--- src/hdl/pcc_pkg.sv ---
// Shared types and constants of the pairwise column chi-square block.
// Holds the controller command and status structs and the state type.
// No dependencies.
`timescale 1ns / 1ps
`default_nettype none
package pcc_pkg;

   localparam int CHI_W       = 42;
   localparam int COL_W       = 3;
   localparam int SYM_W       = 4;
   localparam int NUM_SYM     = 8;
   localparam int LEV_W       = 5;
   localparam int LPROD_W     = 2 * LEV_W;
   localparam int DSUM_W      = 7;
   localparam int REQ_DATA_W  = NUM_SYM * SYM_W;
   localparam int RSP_DATA_W  = 136;
   localparam int CSR_INDEX_W = 2;
   localparam int CSR_DATA_W  = 32;
   localparam int COUNT_W     = 4;

   localparam logic [CSR_INDEX_W-1:0] CSR_LEVELS  = 2'd0;
   localparam logic [CSR_INDEX_W-1:0] CSR_COLUMNS = 2'd1;

   localparam logic [CSR_DATA_W-1:0] LEVELS_RESET  = 32'h1111_1111;
   localparam logic [COUNT_W-1:0]    COLUMNS_RESET = 4'd8;

   localparam logic KIND_PAIR    = 1'b0;
   localparam logic KIND_SUMMARY = 1'b1;

   localparam logic [CHI_W-1:0] CHI_MAX = {CHI_W{1'b1}};

   typedef enum logic [3:0] {
      ST_CLEAR,
      ST_IDLE,
      ST_WRITE,
      ST_NEXT,
      ST_SWEEP,
      ST_DRAIN,
      ST_MULT,
      ST_DIV_START,
      ST_DIV_WAIT,
      ST_FINISH,
      ST_EMIT,
      ST_SUMMARY,
      ST_SUM_EMIT
   } state_type;

   typedef struct packed {
      logic accept;
      logic write_row;
      logic clear_wr;
      logic sweep_rd;
      logic start_stats;
      logic start_pair;
      logic mult;
      logic div_start;
      logic finish_pair;
      logic load_summary;
      logic reset_design;
   } cmd_type;

   typedef struct packed {
      logic                pipe_busy;
      logic                div_busy;
      logic [COUNT_W-1:0]  used_cols;
   } status_type;

endpackage
`default_nettype wire

--- src/hdl/pcc_controller.sv ---
// Controller state machine: row loading, per-pair sweep and division,
// result hand-off and the histogram clearing pass. Depends on pcc_pkg.
`timescale 1ns / 1ps
`default_nettype none
module pcc_controller
   import pcc_pkg::*;
#(
   parameter int MAX_COLUMNS = 8,
   parameter int AW          = 8
) (
   input  wire logic             clock,
   input  wire logic             reset,
   input  wire logic             req_tvalid,
   output logic                  req_tready,
   input  wire logic             req_tlast,
   output logic                  rsp_tvalid,
   input  wire logic             rsp_tready,
   output logic                  csr_ready,
   output cmd_type               cmd,
   input  wire status_type       status,
   output logic [COL_W-1:0]      col_i,
   output logic [COL_W-1:0]      col_j,
   output logic [AW-1:0]         mem_addr
);

   localparam logic [COL_W-1:0] COL_LAST = COL_W'(MAX_COLUMNS - 1);
   localparam logic [COL_W-1:0] COL_PEN  = COL_W'(MAX_COLUMNS - 2);
   localparam logic [AW-1:0]    ADDR_END = {AW{1'b1}};

   state_type         state_ff, state_in;
   logic [AW-1:0]     addr_ff, addr_in;
   logic [COL_W-1:0]  i_ff, i_in, j_ff, j_in;
   logic              last_ff, last_in;
   logic              valid_ff, valid_in;
   logic              at_end;

   assign at_end = (i_ff == COL_PEN) && (j_ff == COL_LAST);

   always_comb begin
      state_in = state_ff;
      addr_in  = addr_ff;
      i_in     = i_ff;
      j_in     = j_ff;
      last_in  = last_ff;
      valid_in = valid_ff;
      cmd      = '0;
      req_tready = 1'b0;
      csr_ready  = 1'b0;
      case (state_ff)
         ST_CLEAR: begin
            cmd.clear_wr = 1'b1;
            addr_in = addr_ff + AW'(1);
            if (addr_ff == ADDR_END) begin
               state_in = ST_IDLE;
            end
         end
         ST_IDLE: begin
            req_tready = 1'b1;
            csr_ready  = !req_tvalid;
            if (req_tvalid) begin
               cmd.accept = 1'b1;
               last_in  = req_tlast;
               state_in = ST_WRITE;
            end
         end
         ST_WRITE: begin
            cmd.write_row = 1'b1;
            if (last_ff) begin
               cmd.start_stats = 1'b1;
               i_in     = '0;
               j_in     = COL_W'(1);
               state_in = ST_NEXT;
            end else begin
               state_in = ST_IDLE;
            end
         end
         ST_NEXT: begin
            if (COUNT_W'(j_ff) < status.used_cols) begin
               cmd.start_pair = 1'b1;
               addr_in  = '0;
               state_in = ST_SWEEP;
            end else if (at_end) begin
               state_in = ST_SUMMARY;
            end else if (j_ff == COL_LAST) begin
               i_in = i_ff + COL_W'(1);
               j_in = i_ff + COL_W'(2);
            end else begin
               j_in = j_ff + COL_W'(1);
            end
         end
         ST_SWEEP: begin
            cmd.sweep_rd = 1'b1;
            addr_in = addr_ff + AW'(1);
            if (addr_ff == ADDR_END) begin
               state_in = ST_DRAIN;
            end
         end
         ST_DRAIN: begin
            if (!status.pipe_busy) begin
               state_in = ST_MULT;
            end
         end
         ST_MULT: begin
            cmd.mult = 1'b1;
            state_in = ST_DIV_START;
         end
         ST_DIV_START: begin
            cmd.div_start = 1'b1;
            state_in = ST_DIV_WAIT;
         end
         ST_DIV_WAIT: begin
            if (!status.div_busy) begin
               state_in = ST_FINISH;
            end
         end
         ST_FINISH: begin
            cmd.finish_pair = 1'b1;
            valid_in = 1'b1;
            state_in = ST_EMIT;
         end
         ST_EMIT: begin
            if (rsp_tready) begin
               valid_in = 1'b0;
               if (at_end) begin
                  state_in = ST_SUMMARY;
               end else begin
                  state_in = ST_NEXT;
                  if (j_ff == COL_LAST) begin
                     i_in = i_ff + COL_W'(1);
                     j_in = i_ff + COL_W'(2);
                  end else begin
                     j_in = j_ff + COL_W'(1);
                  end
               end
            end
         end
         ST_SUMMARY: begin
            cmd.load_summary = 1'b1;
            valid_in = 1'b1;
            state_in = ST_SUM_EMIT;
         end
         ST_SUM_EMIT: begin
            if (rsp_tready) begin
               valid_in = 1'b0;
               cmd.reset_design = 1'b1;
               addr_in  = '0;
               state_in = ST_CLEAR;
            end
         end
         default: begin
            state_in = ST_CLEAR;
            addr_in  = '0;
         end
      endcase
   end

   always_ff @(posedge clock) begin
      if (reset) begin
         state_ff <= ST_CLEAR;
         addr_ff  <= '0;
         valid_ff <= 1'b0;
         last_ff  <= 1'b0;
         i_ff     <= '0;
         j_ff     <= '0;
      end else begin
         state_ff <= state_in;
         addr_ff  <= addr_in;
         valid_ff <= valid_in;
         last_ff  <= last_in;
         i_ff     <= i_in;
         j_ff     <= j_in;
      end
   end

   assign rsp_tvalid = valid_ff;
   assign col_i      = i_ff;
   assign col_j      = j_ff;
   assign mem_addr   = addr_ff;

endmodule
`default_nettype wire

--- config.mk ---
export PLATFORM = sky130hd
export DESIGN_NAME = pcc_controller
export DESIGN_NICKNAME = d
export VERILOG_FILES = /design/src/hdl/pcc_pkg.sv /design/src/hdl/pcc_controller.sv
export SDC_FILE = /design/constraint.sdc
export NUM_CORES = 1
export LEC_CHECK = 0
export BUFFER_PORTS_ARGS = -buffer_cell sky130_fd_sc_hd__buf_4
export CORE_MARGIN = 2
export CORE_UTILIZATION = 48
export DETAILED_ROUTE_END_ITERATION = 10
export GPL_ROUTABILITY_DRIVEN = 1
export PLACE_DENSITY = 0.76
export SYNTH_ARGS = -nofsm -noshare
export SYNTH_HDL_FRONTEND = slang
export SYNTH_SLANG_ARGS = --single-unit
--- constraint.sdc ---
create_clock -name clock -period 1.64 [get_ports clock]
set_input_delay 0.082 -clock clock [delete_from_list [all_inputs] [get_ports clock]]
set_output_delay 0.082 -clock clock [all_outputs]
set_load 0.02 [all_outputs]
### Word level (Yosys, flattened, before mapping)

Index checks and enable logic that the tools add are counted.

* flip-flop bits (word level): 20
* output and inout bits: 28
* input bits: 11
* logic and storage cells: 99

* equal/unequal tests: 27
* bitwise gates (word level): 1
* reduce and logical (&&, ||, !) cells: 14
* muxes and demuxes: 46
* add/sub/neg operators: 4
* $lt $le $gt $ge: 1

Operator list (number)
* $pmux 4 s13: 1
* $mux 4: 10
* $pmux 8 s4: 1
* $mux 3: 10
* $eq 4x4->1 const B: 5
* $ne 2x2->1 const B: 10
* $mux 1: 18
* $pmux 3 s3: 2
* $eq 4x3->1 const B: 4
* $mux 8: 2
* $reduce_or 9->1: 1
* $add 8x1->8 const B: 1
* $eq 4x2->1 const B: 2
* $eq 8x8->1 const B: 1
* $reduce_and 8->1: 1
* $add 3x1->3 const B: 2
* $eq 3x3->1 const B: 2
* $reduce_or 2->1: 3
* $eq 4x1->1 const B: 1
* $logic_not 4->1: 1
* $lt 3x4->1: 1
* $reduce_and 2->1: 2
* $reduce_and 4->1: 1
* $add 3x2->3 const B: 1
* other kinds (10): 10

### Depth between registers and ports, before layout

Gate-level depths: netlist of the first run.

* depth in word-level cells: 5
* depth in mapped cells: 8
* mapped depth without buffers: 7

### Least setup slack after synthesis of the first run

No wires, ideal clock.

* kind: register -> register
* start: register j_ff[0], in the netlist col_j[0]
* end: register j_ff[2], in the netlist col_j[2]
* setup time: 117 ps
* arrival time: 1772 ps
* stages on the path, launching flop included: 8
* required time: 1523 ps
* clock period less this slack: 1889 ps
* setup slack: -249 ps
* buffers on the path: 1
* cell sequence: dfxtp_1 ha_1 ha_1 clkbuf_1 and3_1 a21boi_0 a21oi_1 a22o_1

* longest elaborated chain between the ends: 5
* elaborated cells between the ends (all ways): 11
* those cells by class: 1 x add/sub; 1 x order compare; 2 x eq/ne; 5 x mux; 2 x reduce/logical

RTL lines
* from (decl): RTL line pcc_controller.sv:32 `logic [COL_W-1:0] i_ff, i_in, j_ff, j_in;`
* from (signal assigned): RTL line pcc_controller.sv:171 `j_ff <= j_in;`
* $add 3x1->3 / $eq 3x3->1 (equally long branches)
* $mux 3 / $logic_and 1x1->1 (equally long branches): RTL line pcc_controller.sv:84, pcc_controller.sv:128, pcc_controller.sv:37
* $mux 3: RTL line pcc_controller.sv:124 `if (at_end) begin`
* $mux 3 (on tied branches): RTL line pcc_controller.sv:122, pcc_controller.sv:78
* $pmux 3 s3: RTL line pcc_controller.sv:49 `case (state_ff)`

Parallel ways exist; a longest one is shown, timed or not. The select of a mux whose other input is x is not followed.
A chain may end at the register's enable or synchronous reset.

==> reports/metrics.yaml, run 1 <==
clocking:
  cts_tree: "yes"
  clk_pin_slew_worst_paths_ns: 0.13
  clock_latency_ns: 0.31
  cts_buffers: 3
  cts_root_buf: "clkbuf_4"
  cts_sinks: 20
  cts_buffer_depth: 2
  cts_max_level: 1
final_layout:
  seq_area_um2: 422
  nets: 275
  drive_gt1_share_pct: 54.7
  final_cell_mix: "75 x buf_4, 17 x nor2_1, 13 x nand2_1, 13 x a21oi_1, 11 x dfxtp_1"
  fillCellCount: 218
  num_antenna_cells: 0
  fin_cells: 300
  multi_input_area_um2: 1240
  final_common_cell: "buf_4"
  syn_to_final_growth_pct: 51.9
placed_design:
  port_buffers: 38
  finalWeightedCongestion: 0.906
  post-dp-hpwl_um: 3450
  dp.cells: 290
yosys:
  synth_top_cell_area_share_pct: 25.3
  synthFlopType: "dfxtp_1"
  ys_warn_count: 0
  syn-cell-area_um2: 1580
  syn_inst: 183
  ys_top_cells_by_area: "dfxtp_1 25%, ha_1 5.5%, a21oi_1 5.4%, nor2_1 4.3%, mux2i_1 3.8%"
  synth_edf_count: 0
  syn-mean-instance-area_um2: 8.65
  seq_area_frac_synth_pct: 25.3
  synth_cell_types: 54
  async_flop_share_pct: 0
  synth_largest_area_cell: "dfxtp_1"
  synth_nets: 201
  yosys_register_bits: 20
detailed_routing:
  wirelength_um: 5090
  drtIter0Drc: 136
  dr_total_vias: 1758
  avgRoutedWirePerCell_um: 17.0
  viasPerCell: 5.86
  drtAntennaViolNets: 0
  dr.pass1.iters: 4
  drc: 0
timing:
  post-route-period-util_pct: 106
  fin_crit_ns: 1.74
  tightest_slew_ns: 0.470
  timing.fmax_mhz: 574
  skew_ns: 0.00227
  drv_slew: 0
  setup_viol: 17
  hold_violations: 0
  setup_ws_ns: -0.102
  rsz0062_at_grt: "yes"
  slew_headroom_pct: 68.4
worst_setup_path:
  crit_arrival_ns: 1.66
  cp-start-kind: "flip-flop"
  worst-setup-path-type: "reg2out"
  worstPathMaxFanout: 2
  r2r_start: "state_ff[3]"
  cp_data_required_time_ns: 1.56
  crit_path_end_kind: "output port"
  r2r_end: "state_ff[3]"
  r2r_slack_ns: -0.10
  r2r_cells: 5
pwr:
  vdd_drop_max_v: 0.000763
  clock_power_share_pct: 16.8
  p_sw_mw: 1.03
  p_per_area_nw_per_um2: 1050
  p_leak_nw: 0.977
  p_comb_share_pct: 58.1
  swShare_pct: 40.7
  seqPwrFrac_pct: 25.1
  p_total_mw: 2.54
  p_int_mw: 1.50
grt:
  grt_overflow: 0
  grt_pass1_vias: 1638
  antenna_found_initial: 0
  grt_pass1_wl_um: 7330
  grt_usage_pct: 26.0
  grt_max_degree: 23
run_status:
  violations: "negative setup slack"
  outcome: "finished, violations left"
die:
  dieArea_um2: 3770
  fp.dieW_um: 61.4
  io_pins: 39
  initial_utilization_pct: 51.0
  dieHeight_um: 61.4
  rows: 20
  coreArea_um2: 3100
hold_path:
  whs_path_depth: 3
  min_from: "req_tlast"
  worst_hold_path_type: "in2reg"
  hold_path_end: "last_ff"
run:
  drv_cap: 0
## flip-flops by register name (all words and copies together) (netlist names)
signal and count:
mem_addr 8, col_j 3, state_ff 4, last_ff 1, rsp_tvalid 1, col_i 3
## critical path, cell delays in order (launching register included)
cell and delay [ns]:
dfxtp_4 0.38, ha_4 0.21, a211o_4 0.32, buf_6 0.12, a211oi_2 0.16, buf_4 0.16
## power by group through the flow
stage / logic, mW / clock network [mW] / registers (mW)
finish: 1.47 / 0.426 / 0.636
global route: 1.57 / 0.446 / 0.642
CTS: 1.33 / 0.424 / 0.617
detailed placement: 1.28 / 0 / 0.621
global placement: 1.25 / 0 / 0.615
floorplan: 0.804 / 0 / 0.647
## cell usage after synthesis (2+ instances only)
master and n:
a211oi_1 3, a211oi_2 2, a21boi_0 2, a21oi_1 17, a22o_1 2, a311oi_2 3
a31oi_1 2, a41oi_1 2, and2_1 4, and3_1 4, and3_2 2, buf_2 2
buf_6 3, clkbuf_1 2, clkbuf_8 2, dfxtp_1 20, ha_1 7, inv_1 7
mux2i_1 6, nand2_1 13, nand2b_1 4, nand2b_4 2, nand3_1 4, nor2_1 18
nor3_1 12, nor3_2 2, o21a_1 2, o21ai_0 7, or3_1 2
## metal layers
layer | wire, um | vias up | part of all wire, % | GRT usage [%]
li1 | - | 827 | - | -
met1 | 2030 | 851 | 40 | 31.0
met2 | 2720 | 66 | 53 | 48.8
met3 | 237 | 14 | 4.7 | 3.78
met4 | 108 | 0 | 2.1 | 6.38
met5 | 0 | - | 0 | 0
## per-stage QoR
step | TNS [ns] | cell area [um^2] | hold WS (ns) | utilization (%) | setup slack [ns]
2_1_floorplan | -0.0939 | 1620 | 0.229 | - | -0.0494
3_3_place_gp | -0.0258 | 2120 | 0.325 | 68.3 | -0.0188
3_5_place_dp | -0.312 | 2120 | 0.332 | 68.3 | -0.0612
4_1_cts | -0.173 | 2290 | 0.00602 | 73.7 | -0.110
5_1_grt | -2.08 | 2400 | -0.00174 | 77.5 | -0.146
6_report | -1.04 | 2400 | 0.0116 | 77.5 | -0.102
## layout make-up
cell class | instances | area share [%]
inverter | 7 | 1.09
sequential | 20 | 17.5
multi-input combinational | 146 | 51.6
clock buffer | 3 | 0.937
timing repair buffer | 79 | 25.3
clock inverter | 1 | 1.25
tap | 44 | 2.29
## worst max path at each step
stage	start	end	slack [ns]
finish	col_j[1]	cmd[5]	-0.10
global route	state_ff[3]	mem_addr[4]	-0.15
CTS	col_j[1]	cmd[5]	-0.11
detailed placement	col_j[1]	state_ff[2]	-0.06
global placement	col_j[1]	state_ff[2]	-0.02
floorplan	col_j[0]	col_j[2]	-0.05
## logic make-up after synthesis
family | share of synthesized area [%]
multiplexers | 3.79
buffers and inverters | 7.91
adder cells (fa/ha/maj) | 5.53
AO/OA/AOI/OAI | 29.1
flip-flops | 25.3
AND/OR/NAND/NOR | 27.8
XOR/XNOR | 0.553
## repair_timing
action / 4_1_cts / 5_1_grt
hold buffers: 0 / 0
setup endpoints to repair: 21 / 24
setup buffers: 4 / 3
resized for setup: 18 / 23
pin swaps: 7 / 8
gates cloned: 0 / 0
Note: power is estimated with default switching activity, not from simulation.
==> run 2: changes to the inputs <==
REMOVE_ABC_BUFFERS = 1   (was default)
==> run 2 against run 1 <==
  * The flow finishes with violations (negative hold slack, negative setup slack)
  * Non-clock buffer count increased by 12
  * Worst setup slack worse by 0.041 ns
  * Sequential share of layout area is 0.77 points lower
  * Maximum frequency is 2.3% lower
  * Via count up 1.7%
  * Critical path type unchanged
  * Critical endpoint unchanged
  * Largest cell class unchanged
==> reports/metrics.yaml, run 2 (synthesis results as in run 1) <==
run_status:
  outcome: "finished, violations left"
  violations: "negative hold slack, negative setup slack"
die:
  coreArea_um2: 3100
  rows: 20
  io_pins: 39
  dieHeight_um: 61.4
  fp.dieW_um: 61.4
  dieArea_um2: 3770
  initial_utilization_pct: 51.0
worst_setup_path:
  crit_arrival_ns: 1.70
  worst-setup-path-type: "reg2out"
  cp_data_required_time_ns: 1.56
  crit_path_end_kind: "output port"
  worstPathMaxFanout: 3
  cp-start-kind: "flip-flop"
grt:
  grt_max_degree: 23
  grt_usage_pct: 28.0
  grt_pass1_vias: 1693
  grt_pass1_wl_um: 7710
  antenna_found_initial: 0
  grt_overflow: 0
clocking:
  clock_latency_ns: 0.32
  cts_sinks: 20
  clk_pin_slew_worst_paths_ns: 0.13
  cts_buffers: 3
  cts_buffer_depth: 2
  cts_root_buf: "clkbuf_4"
  cts_tree: "yes"
  cts_max_level: 1
hold_path:
  worst_hold_path_type: "in2reg"
timing:
  setup_viol: 13
  slew_headroom_pct: 75.8
  holdWs_ns: -0.00253
  timing.fmax_mhz: 561
  drv_slew: 0
  skew_ns: 0.0153
  hold_violations: 1
  fin_crit_ns: 1.78
  tightest_slew_ns: 0.361
  rsz0062_at_grt: "yes"
  post-route-period-util_pct: 109
  setup_ws_ns: -0.143
detailed_routing:
  dr.pass1.iters: 4
  drc: 0
  wirelength_um: 5380
  dr_total_vias: 1788
  avgRoutedWirePerCell_um: 17.3
  viasPerCell: 5.75
  drtIter0Drc: 110
  drtAntennaViolNets: 0
pwr:
  p_per_area_nw_per_um2: 987
  p_leak_nw: 1.04
  vdd_drop_max_v: 0.000651
  p_total_mw: 2.47
final_layout:
  syn_to_final_growth_pct: 58.4
  nets: 287
  largest_reg_flops: 8
  final_cell_mix: "83 x buf_4, 15 x nor2_1, 14 x a21oi_1"
  num_antenna_cells: 0
  final_common_cell: "buf_4"
  fin_area_um2: 2510
  fillCellCount: 208
  drive_gt1_share_pct: 57.7
  fin_util_pct: 80.8
run:
  drv_cap: 0
placed_design:
  dp_slack_ns: -0.120
  post-dp-hpwl_um: 3310
  finalWeightedCongestion: 0.909
  port_buffers: 38
  dpl_cell_area_um2: 2130
[run 2: layout make-up]
| type | instances | area [um^2] | share of cell area (%) |
|---|---|---|---|
| inverters | 7 | 30.0 | 1.20 |
| clock buffers | 3 | 22.5 | 0.898 |
| flip-flops and latches | 20 | 420 | 16.8 |
| multi-input cells | 146 | 1270 | 50.5 |
| well taps | 44 | 55.1 | 2.20 |
| repair buffers | 91 | 713 | 28.4 |
[run 2: worst paths after layout]
kind              startpoint           to  slack, ns  cells after the start
setup reg to reg    col_j[2]  state_ff[2]      -0.14                      7
hold reg to reg   rsp_tvalid   rsp_tvalid       0.54                      2
setup / recovery    col_j[2]       cmd[5]      -0.14                      5
hold / removal     req_tlast      last_ff     -0.003                      3
[run 2: repair_timing]
item	in CTS	in global routing
resized for setup	38	28
endpoints found under the hold margin	0	0
pin swaps	11	12
hold buffers	0	0
setup endpoints to repair	22	26
buffers inserted	6	6
[run 2: worst max-delay path: stages, from the launching register on]
cell,delay [ns]
dfxtp_1,0.36
ha_1,0.25
a211o_4,0.30
buf_6,0.12
a211oi_2,0.18
buf_4,0.17
[run 2: metrics by stage]
stage	std cells	TNS (ns)
2_1_floorplan	173	-1.83
3_3_place_gp	296	-0.167
3_5_place_dp	296	-0.832
4_1_cts	305	-0.264
5_1_grt	311	-1.78
6_report	311	-0.900
[run 2: layer usage]
metal	wire, um	track usage (%)	vias up
li1	-	-	852
met1	2040	32.0	853
met2	2920	52.1	67
met3	308	4.83	16
met4	108	9.42	0
met5	0	0	-
[run 2: power breakdown]
group	internal [mW]	switching (mW)
logic	0.747	0.841
clock network	0.0860	0.162
registers	0.553	0.0853
